### src/sv/assert_macros.svh
// ---------------------------------------------------------------------------
// Assertion macros
// Concurrent assertion shorthands, clocked on clk and disabled during arst_n.
// They expand to nothing when SYNTHESIS is defined.
// ---------------------------------------------------------------------------
`ifndef ASSERT_MACROS_SVH
`define ASSERT_MACROS_SVH

`ifndef SYNTHESIS
// Check a condition at every clock edge outside reset
`define XMBD_ASSERT(name, cond) \
	name: assert property (@(posedge clk) disable iff (!arst_n) (cond)) \
		else $error("xmbd assertion failed");
// Check that a trigger is followed by a condition in the next cycle
`define XMBD_ASSERT_NEXT(name, pre, post) \
	name: assert property (@(posedge clk) disable iff (!arst_n) (pre) |=> (post)) \
		else $error("xmbd assertion failed");
`else
`define XMBD_ASSERT(name, cond)
`define XMBD_ASSERT_NEXT(name, pre, post)
`endif

`endif

### src/sv/xmbd_pkg.sv
// ---------------------------------------------------------------------------
// xmbd_pkg
// Types, constants and opcode classification for the MOV byte decoder.
// ---------------------------------------------------------------------------
package xmbd_pkg;

	// Collection phase of the current instruction
	typedef enum logic [2:0] {
		PH_OPCODE = 3'd0,
		PH_MODRM  = 3'd1,
		PH_DLO    = 3'd2,
		PH_DHI    = 3'd3,
		PH_ILO    = 3'd4,
		PH_IHI    = 3'd5
	} phase_t;

	// Recognized instruction form
	typedef enum logic [1:0] {
		FORM_RM_REG  = 2'd0,
		FORM_IMM_REG = 2'd1,
		FORM_IMM_RM  = 2'd2,
		FORM_NONE    = 2'd3
	} form_t;

	// Opcode patterns
	localparam logic [5:0] OP_RM_REG  = 6'b100010;
	localparam logic [3:0] OP_IMM_REG = 4'b1011;
	localparam logic [6:0] OP_IMM_RM  = 7'b1100011;
	localparam logic [2:0] RM_DIRECT  = 3'b110;
	localparam logic [1:0] MOD_MEM0   = 2'd0;
	localparam logic [1:0] MOD_DISP8  = 2'd1;
	localparam logic [1:0] MOD_DISP16 = 2'd2;
	localparam logic [1:0] MOD_REG    = 2'd3;

	// Decoded instruction
	typedef struct packed {
		form_t       form_kind;
		logic        direction;
		logic        wide;
		logic [2:0]  reg_field;
		logic [1:0]  mode_field;
		logic [2:0]  rm_field;
		logic        abs_addr;
		logic [15:0] displacement;
		logic [15:0] immediate;
		logic [2:0]  instr_length;
	} result_t;

	// Classify an opcode byte
	function automatic form_t form_of(input logic [7:0] op);
		form_t f;
		if (op[7:2] == OP_RM_REG) begin
			f = FORM_RM_REG;
		end else if (op[7:4] == OP_IMM_REG) begin
			f = FORM_IMM_REG;
		end else if (op[7:1] == OP_IMM_RM) begin
			f = FORM_IMM_RM;
		end else begin
			f = FORM_NONE;
		end
		return f;
	endfunction

	// Displacement byte count selected by a ModRM byte
	function automatic logic [1:0] disp_size(input logic [7:0] modrm);
		logic [1:0] n;
		case (modrm[7:6])
			MOD_MEM0:   n = (modrm[2:0] == RM_DIRECT) ? 2'd2 : 2'd0;
			MOD_DISP8:  n = 2'd1;
			MOD_DISP16: n = 2'd2;
			default:    n = 2'd0;
		endcase
		return n;
	endfunction

	// Sign-extend a byte to 16 bits
	function automatic logic [15:0] sext8(input logic [7:0] b);
		return {{8{b[7]}}, b};
	endfunction

endpackage

### src/sv/x86_mov_byte_decoder.sv
// ---------------------------------------------------------------------------
// x86_mov_byte_decoder
// Byte-serial decoder for the three 8086 MOV encodings.
// ---------------------------------------------------------------------------
// Usage:
//   Code bytes enter on the s_ channel, one request per byte; s_tlast marks
//   the last byte of a stream and returns the decoder to its idle state after
//   that byte, dropping any partial instruction.
//   Each complete instruction leaves as one request on the m_ channel: the
//   form in m_tuser and the decoded fields in m_tdata. Bytes that match no
//   form are consumed without a result.
//   Throughput: one byte per cycle while s_tready is high; each byte is
//   captured directly into the phase and hold registers.
//   The result is registered: it is written to the output register, or to
//   the skid register, when the last byte of an instruction is accepted.
//   Stall: the output register plus one skid register hold results while
//   m_tready is low; s_tready drops only when both are full.
//   Reset: arst_n clears the phase, holds and both output valid flags; the
//   block is ready for an opcode byte right after reset.
// ---------------------------------------------------------------------------
`include "assert_macros.svh"

module x86_mov_byte_decoder (
	input  logic        clk,
	input  logic        arst_n,
	input  logic        s_tvalid,
	output logic        s_tready,
	input  logic [7:0]  s_tdata,   // [7:0] code_byte
	input  logic        s_tlast,   // stream_end
	output logic        m_tvalid,
	input  logic        m_tready,
	// [0] direction, [1] wide, [4:2] reg_field, [6:5] mode_field,
	// [9:7] rm_field, [10] abs_addr, [26:11] displacement,
	// [42:27] immediate, [45:43] instr_length, [47:46] zero
	output logic [47:0] m_tdata,
	output logic [1:0]  m_tuser    // [1:0] form_kind
);

	xmbd_pkg::phase_t phase_q, phase_d;
	logic [7:0]  opcode_q, opcode_d;
	logic [7:0]  modrm_q, modrm_d;
	logic [15:0] disp_q, disp_d;
	logic [15:0] imm_q, imm_d;
	logic [2:0]  count_q, count_d;
	logic        done;

	xmbd_pkg::result_t res;
	xmbd_pkg::result_t out_q, skid_q;
	logic        out_v_q, skid_v_q;
	logic        in_fire, out_take;
	xmbd_pkg::form_t in_form, hold_form;
	logic        imm_wide;

	assign s_tready = !skid_v_q;
	assign in_fire  = s_tvalid && s_tready;
	assign m_tvalid = out_v_q;
	assign out_take = out_v_q && m_tready;

	assign in_form   = xmbd_pkg::form_of(s_tdata);
	assign hold_form = xmbd_pkg::form_of(opcode_q);
	assign imm_wide  = (hold_form == xmbd_pkg::FORM_IMM_REG) ? opcode_q[3] : opcode_q[0];

	// Advance the collection phase for the incoming byte
	always_comb begin
		phase_d  = phase_q;
		opcode_d = opcode_q;
		modrm_d  = modrm_q;
		disp_d   = disp_q;
		imm_d    = imm_q;
		count_d  = count_q + 3'd1;
		done     = 1'b0;
		case (phase_q)
			xmbd_pkg::PH_MODRM: begin
				modrm_d = s_tdata;
				if (xmbd_pkg::disp_size(s_tdata) != 2'd0) begin
					phase_d = xmbd_pkg::PH_DLO;
				end else if (hold_form == xmbd_pkg::FORM_IMM_RM) begin
					phase_d = xmbd_pkg::PH_ILO;
				end else begin
					done = 1'b1;
				end
			end
			xmbd_pkg::PH_DLO: begin
				if (xmbd_pkg::disp_size(modrm_q) == 2'd1) begin
					disp_d = xmbd_pkg::sext8(s_tdata);
					if (hold_form == xmbd_pkg::FORM_IMM_RM) begin
						phase_d = xmbd_pkg::PH_ILO;
					end else begin
						done = 1'b1;
					end
				end else begin
					disp_d  = {8'd0, s_tdata};
					phase_d = xmbd_pkg::PH_DHI;
				end
			end
			xmbd_pkg::PH_DHI: begin
				disp_d = {s_tdata, disp_q[7:0]};
				if (hold_form == xmbd_pkg::FORM_IMM_RM) begin
					phase_d = xmbd_pkg::PH_ILO;
				end else begin
					done = 1'b1;
				end
			end
			xmbd_pkg::PH_ILO: begin
				if (imm_wide) begin
					imm_d   = {8'd0, s_tdata};
					phase_d = xmbd_pkg::PH_IHI;
				end else begin
					imm_d = xmbd_pkg::sext8(s_tdata);
					done  = 1'b1;
				end
			end
			xmbd_pkg::PH_IHI: begin
				imm_d = {s_tdata, imm_q[7:0]};
				done  = 1'b1;
			end
			default: begin
				count_d = count_q;
				if (in_form != xmbd_pkg::FORM_NONE) begin
					opcode_d = s_tdata;
					modrm_d  = 8'd0;
					disp_d   = 16'd0;
					imm_d    = 16'd0;
					count_d  = 3'd1;
					phase_d  = (in_form == xmbd_pkg::FORM_IMM_REG) ?
						xmbd_pkg::PH_ILO : xmbd_pkg::PH_MODRM;
				end else begin
					phase_d = xmbd_pkg::PH_OPCODE;
				end
			end
		endcase
	end

	// Build the decoded result from the updated holds
	always_comb begin
		res.form_kind    = hold_form;
		res.instr_length = count_d;
		res.immediate    = (hold_form == xmbd_pkg::FORM_RM_REG) ? 16'd0 : imm_d;
		if (hold_form == xmbd_pkg::FORM_IMM_REG) begin
			res.direction    = 1'b1;
			res.wide         = opcode_q[3];
			res.reg_field    = opcode_q[2:0];
			res.mode_field   = xmbd_pkg::MOD_REG;
			res.rm_field     = opcode_q[2:0];
			res.abs_addr     = 1'b0;
			res.displacement = 16'd0;
		end else begin
			res.direction    = (hold_form == xmbd_pkg::FORM_RM_REG) ? opcode_q[1] : 1'b0;
			res.wide         = opcode_q[0];
			res.reg_field    = modrm_d[5:3];
			res.mode_field   = modrm_d[7:6];
			res.rm_field     = modrm_d[2:0];
			res.abs_addr     = (modrm_d[7:6] == xmbd_pkg::MOD_MEM0) &&
				(modrm_d[2:0] == xmbd_pkg::RM_DIRECT);
			res.displacement = disp_d;
		end
	end

	// Update phase and holds; clear on a finished instruction or stream end
	always_ff @(posedge clk or negedge arst_n) begin
		if (!arst_n) begin
			phase_q  <= xmbd_pkg::PH_OPCODE;
			opcode_q <= 8'd0;
			modrm_q  <= 8'd0;
			disp_q   <= 16'd0;
			imm_q    <= 16'd0;
			count_q  <= 3'd0;
		end else if (in_fire) begin
			if (done || s_tlast) begin
				phase_q  <= xmbd_pkg::PH_OPCODE;
				opcode_q <= 8'd0;
				modrm_q  <= 8'd0;
				disp_q   <= 16'd0;
				imm_q    <= 16'd0;
				count_q  <= 3'd0;
			end else begin
				phase_q  <= phase_d;
				opcode_q <= opcode_d;
				modrm_q  <= modrm_d;
				disp_q   <= disp_d;
				imm_q    <= imm_d;
				count_q  <= count_d;
			end
		end
	end

	// Output register valid flags with one skid entry
	always_ff @(posedge clk or negedge arst_n) begin
		if (!arst_n) begin
			out_v_q  <= 1'b0;
			skid_v_q <= 1'b0;
		end else if (out_take) begin
			if (skid_v_q) begin
				skid_v_q <= 1'b0;
			end else begin
				out_v_q <= in_fire && done;
			end
		end else if (in_fire && done) begin
			if (out_v_q) begin
				skid_v_q <= 1'b1;
			end else begin
				out_v_q <= 1'b1;
			end
		end
	end

	// Output and skid payload
	always_ff @(posedge clk) begin
		if (out_take) begin
			if (skid_v_q) begin
				out_q <= skid_q;
			end else begin
				out_q <= res;
			end
		end else if (in_fire && done) begin
			if (out_v_q) begin
				skid_q <= res;
			end else begin
				out_q <= res;
			end
		end
	end

	assign m_tuser = out_q.form_kind;
	assign m_tdata = {2'b00, out_q.instr_length, out_q.immediate, out_q.displacement,
		out_q.abs_addr, out_q.rm_field, out_q.mode_field, out_q.reg_field,
		out_q.wide, out_q.direction};

	// Skid entry is only used behind a full output register
	`XMBD_ASSERT(a_skid_behind_out, !skid_v_q || out_v_q)
	// Stream end always returns to the opcode phase
	`XMBD_ASSERT_NEXT(a_end_resets, in_fire && s_tlast, phase_q == xmbd_pkg::PH_OPCODE)
	// Every delivered instruction has a legal length
	`XMBD_ASSERT(a_len_legal, !out_v_q || (out_q.instr_length != 3'd0 && out_q.instr_length != 3'd7))

endmodule

### config.mk
export PLATFORM = sky130hd
export DESIGN_NAME = x86_mov_byte_decoder
export DESIGN_NICKNAME = d
export VERILOG_FILES = /design/src/sv/xmbd_pkg.sv /design/src/sv/x86_mov_byte_decoder.sv
export VERILOG_INCLUDE_DIRS = /design/src /design/src/sv
export SDC_FILE = /design/constraint.sdc
export NUM_CORES = 1
export LEC_CHECK = 0
export BUFFER_PORTS_ARGS = -buffer_cell sky130_fd_sc_hd__buf_4
export CAP_MARGIN = 10
export CELL_PAD_IN_SITES_DETAIL_PLACEMENT = 0
export CELL_PAD_IN_SITES_GLOBAL_PLACEMENT = 1
export CORE_ASPECT_RATIO = 2
export CORE_MARGIN = 5
export CORE_UTILIZATION = 52
export DETAILED_ROUTE_END_ITERATION = 7
export PLACE_DENSITY = 0.88
export SYNTH_ARGS = -nofsm -noshare
export SYNTH_HDL_FRONTEND = slang
export SYNTH_SLANG_ARGS = --single-unit
### constraint.sdc
create_clock -name clk -period 17.9 [get_ports clk]
set_input_delay 4.475 -clock clk [delete_from_list [all_inputs] [get_ports clk]]
set_output_delay 4.475 -clock clk [all_outputs]
set_load 0.005 [all_outputs]
==> metrics.cfg <==
[cts]
clock_path_buffers=2
postCtsSetupBuffers=0
cts_sinks=152
holdBufCountCts=0
clockRootBuffer=clkbuf_16
cts_buffers=17
h-tree-depth=4
cts_tree=yes
worst_skew_pair.late_latency_ns=0.41
ctsResizeCount=0
clk_pin_slew_ns=0.06

[critical_path]
max_stage_delay_ns=0.68
cp_slowest_cell=o21ai_4
required_ns=17.98
critical_path.startpoint_type=input pin
crit_path_end_kind=register
worstSetupPathType=input pin to register
path_cells=buf_4 > or2_2 > o31a_1 > a21o_1 > a21oi_1 > nand2_1 > o21ai_4 > buf_4
crit_path_max_fanout=26
worstPathArrival_ns=6.99
path_buf_inv=2
crit_family=compound AO/OA/AOI/OAI gates
path_common_cell=buf_4

[synth]
synth_seq_area_share=0.579
syn-cell-area_sq_um=7400
synth.avg_cell_area_sq_um=11.2
yosysTopAreaCell=edfxtp_1
synth_area_leaders=edfxtp_1, dfrtp_1, mux2_2
ys_seq_elements=152
synth-edff-count=96
synth_cell_types=59
netlist.area_leader.share=0.390
async_flop_share=0.368
syn_inst=659
ys.flop_type=edfxtp_1
ys_warn_count=0

[timing]
finalSetupTns_ns=0
fin_crit_sh=0.386
fmax_mhz=145
worstMarginPinSlew_ns=1.22
slew_viol_final=0
finalSetupViolCount=0
rsz0062_at_grt=no
slew_headroom=0.181
fin_ws_ns=11.00
hold_viol=0
period_needed_ns=6.90
fin_skew_ns=0.00978

[place]
hpwl_microns=12900
detailedPlace.worstSlack_ns=10.55
dpl_cell_area_sq_um=8010
io_buffers=62
gp_congestion=0.930

[route]
dr.pass1.iters=5
via_per_inst=6.29
detail_route.wl_per_cell_microns=21.4
drtIter0Drc=475
drc_errors=0
vias=5692
detail-route-antenna-nets=0
totalWireLength_microns=19400

[final_layout]
final_common_cell=edfxtp_1
nFillCells=1188
final_cell_mix=edfxtp_1, buf_4, nand2_1, dfrtp_1, a21oi_1
design_area_sq_um=8550
seqCellArea_sq_um=4280
drive_above_1_share=0.204
multiInputGateArea_sq_um=2900
area_delta_synth_final_pct=15.6
diodes=0
nets=719

[run]
cap_violations=0

[grt]
grt_pass1_vias=5696
grt.total_usage=0.240
grt.overflow.total=0
gr-usage-met2=0.405
grtUsageMet1=0.297
grt_pass1_wl_microns=31100
met3_usage=0.0323
busiest_layer=met2
antenna_found_initial=0
grt_max_degree=57

[pwr]
vdd_drop_max_mv=0.0746
pwr_density_cell_nw_per_um2=125
p_leak_nw=3.41

[floorplanning]
rows=61
fp.dieH_microns=179
ios=65
core_sq_um=14000
dieArea_sq_um=16900
initial_core_util=0.530
fp.dieW_microns=94.3

[outcome]
status=finished, final reports clean

[min_path]
hold_class=register to register

Yosys cell counts (15+ instances only):
cell       count
a221oi_1      18
clkbuf_1      38
o31ai_1       15
nand2_1       64
mux2_2        30
dfrtp_1       56
a21oi_1       53
nor2_1        38
edfxtp_1      96
nor3_1        32
a2bb2oi_1     15
o21ai_0       50
cell families after synthesis:
kind of cell               Yosys count  synth area share
AOI/OAI and AO/OA                  239             0.224
xor gates and xnor gates             2           0.00237
adders and majority gates            3           0.00507
buffers and inverters               60            0.0331
DFF                                152             0.579
muxes                               31            0.0470
other                                1          0.000507
and+or+nand+nor                    171             0.109
worst min-delay path, stage by stage (launching register included):
cell and delay, ns:
dfrtp_1 0.36, nand2_1 0.06, o31ai_1 0.06
routing by layer:
metal	vias up	part of all wire
met5	-	0
met4	0	0.046
met3	60	0.047
met2	221	0.52
met1	2794	0.39
li1	2617	-
power by group:
group	internal [mW]	switching [mW]	total, mW
registers	0.424	0.0306	0.454
logic	0.103	0.182	0.285
clock network	0.181	0.151	0.332
sequential cells by signal (all words and copies together) (netlist names), 2 cells and up:
name / count
skid_q: 48
m_tdata: 46
disp_q: 16
imm_q: 16
modrm_q: 8
opcode_q: 8
count_q: 3
phase_q: 3
m_tuser: 2
metrics by stage:
step | power (mW) | hold slack, ns | instances | util
3_3_place_gp | 0.736 | 0.472 | 873 | 0.573
4_1_cts | 1.08 | 0.500 | 905 | 0.612
2_1_floorplan | 0.641 | 0.449 | 660 | -
6_report | 1.07 | 0.505 | 905 | 0.612
5_1_grt | 1.12 | 0.517 | 905 | 0.612
3_5_place_dp | 0.744 | 0.479 | 873 | 0.573
layout make-up:
type                       count  area share
inverter                      12     0.00527
sequential                   152       0.501
multi-input combinational    448       0.339
clock buffer                  18      0.0502
tap                          189      0.0277
timing repair buffer          72      0.0632
clock inverter                14      0.0135
worst paths after layout:
check,start,to,slack (ns),depth (start not counted)
min in group asynchronous,arst_n,disp_q[13]$_DFFE_PN0P_,4.13,1
max,s_tdata[6],m_tdata[22]$_DFFE_PP_,11.00,8
min reg2reg,imm_q[7]$_DFFE_PN0P_,imm_q[7]$_DFFE_PN0P_,0.51,2
min,imm_q[7]$_DFFE_PN0P_,imm_q[7]$_DFFE_PN0P_,0.51,2
max reg2reg,phase_q[1]$_DFFE_PN0P_,imm_q[1]$_DFFE_PN0P_,13.98,8
max in group asynchronous,arst_n,opcode_q[6]$_DFFE_PN0P_,13.23,1
Note: power is estimated with default switching activity, not from simulation.
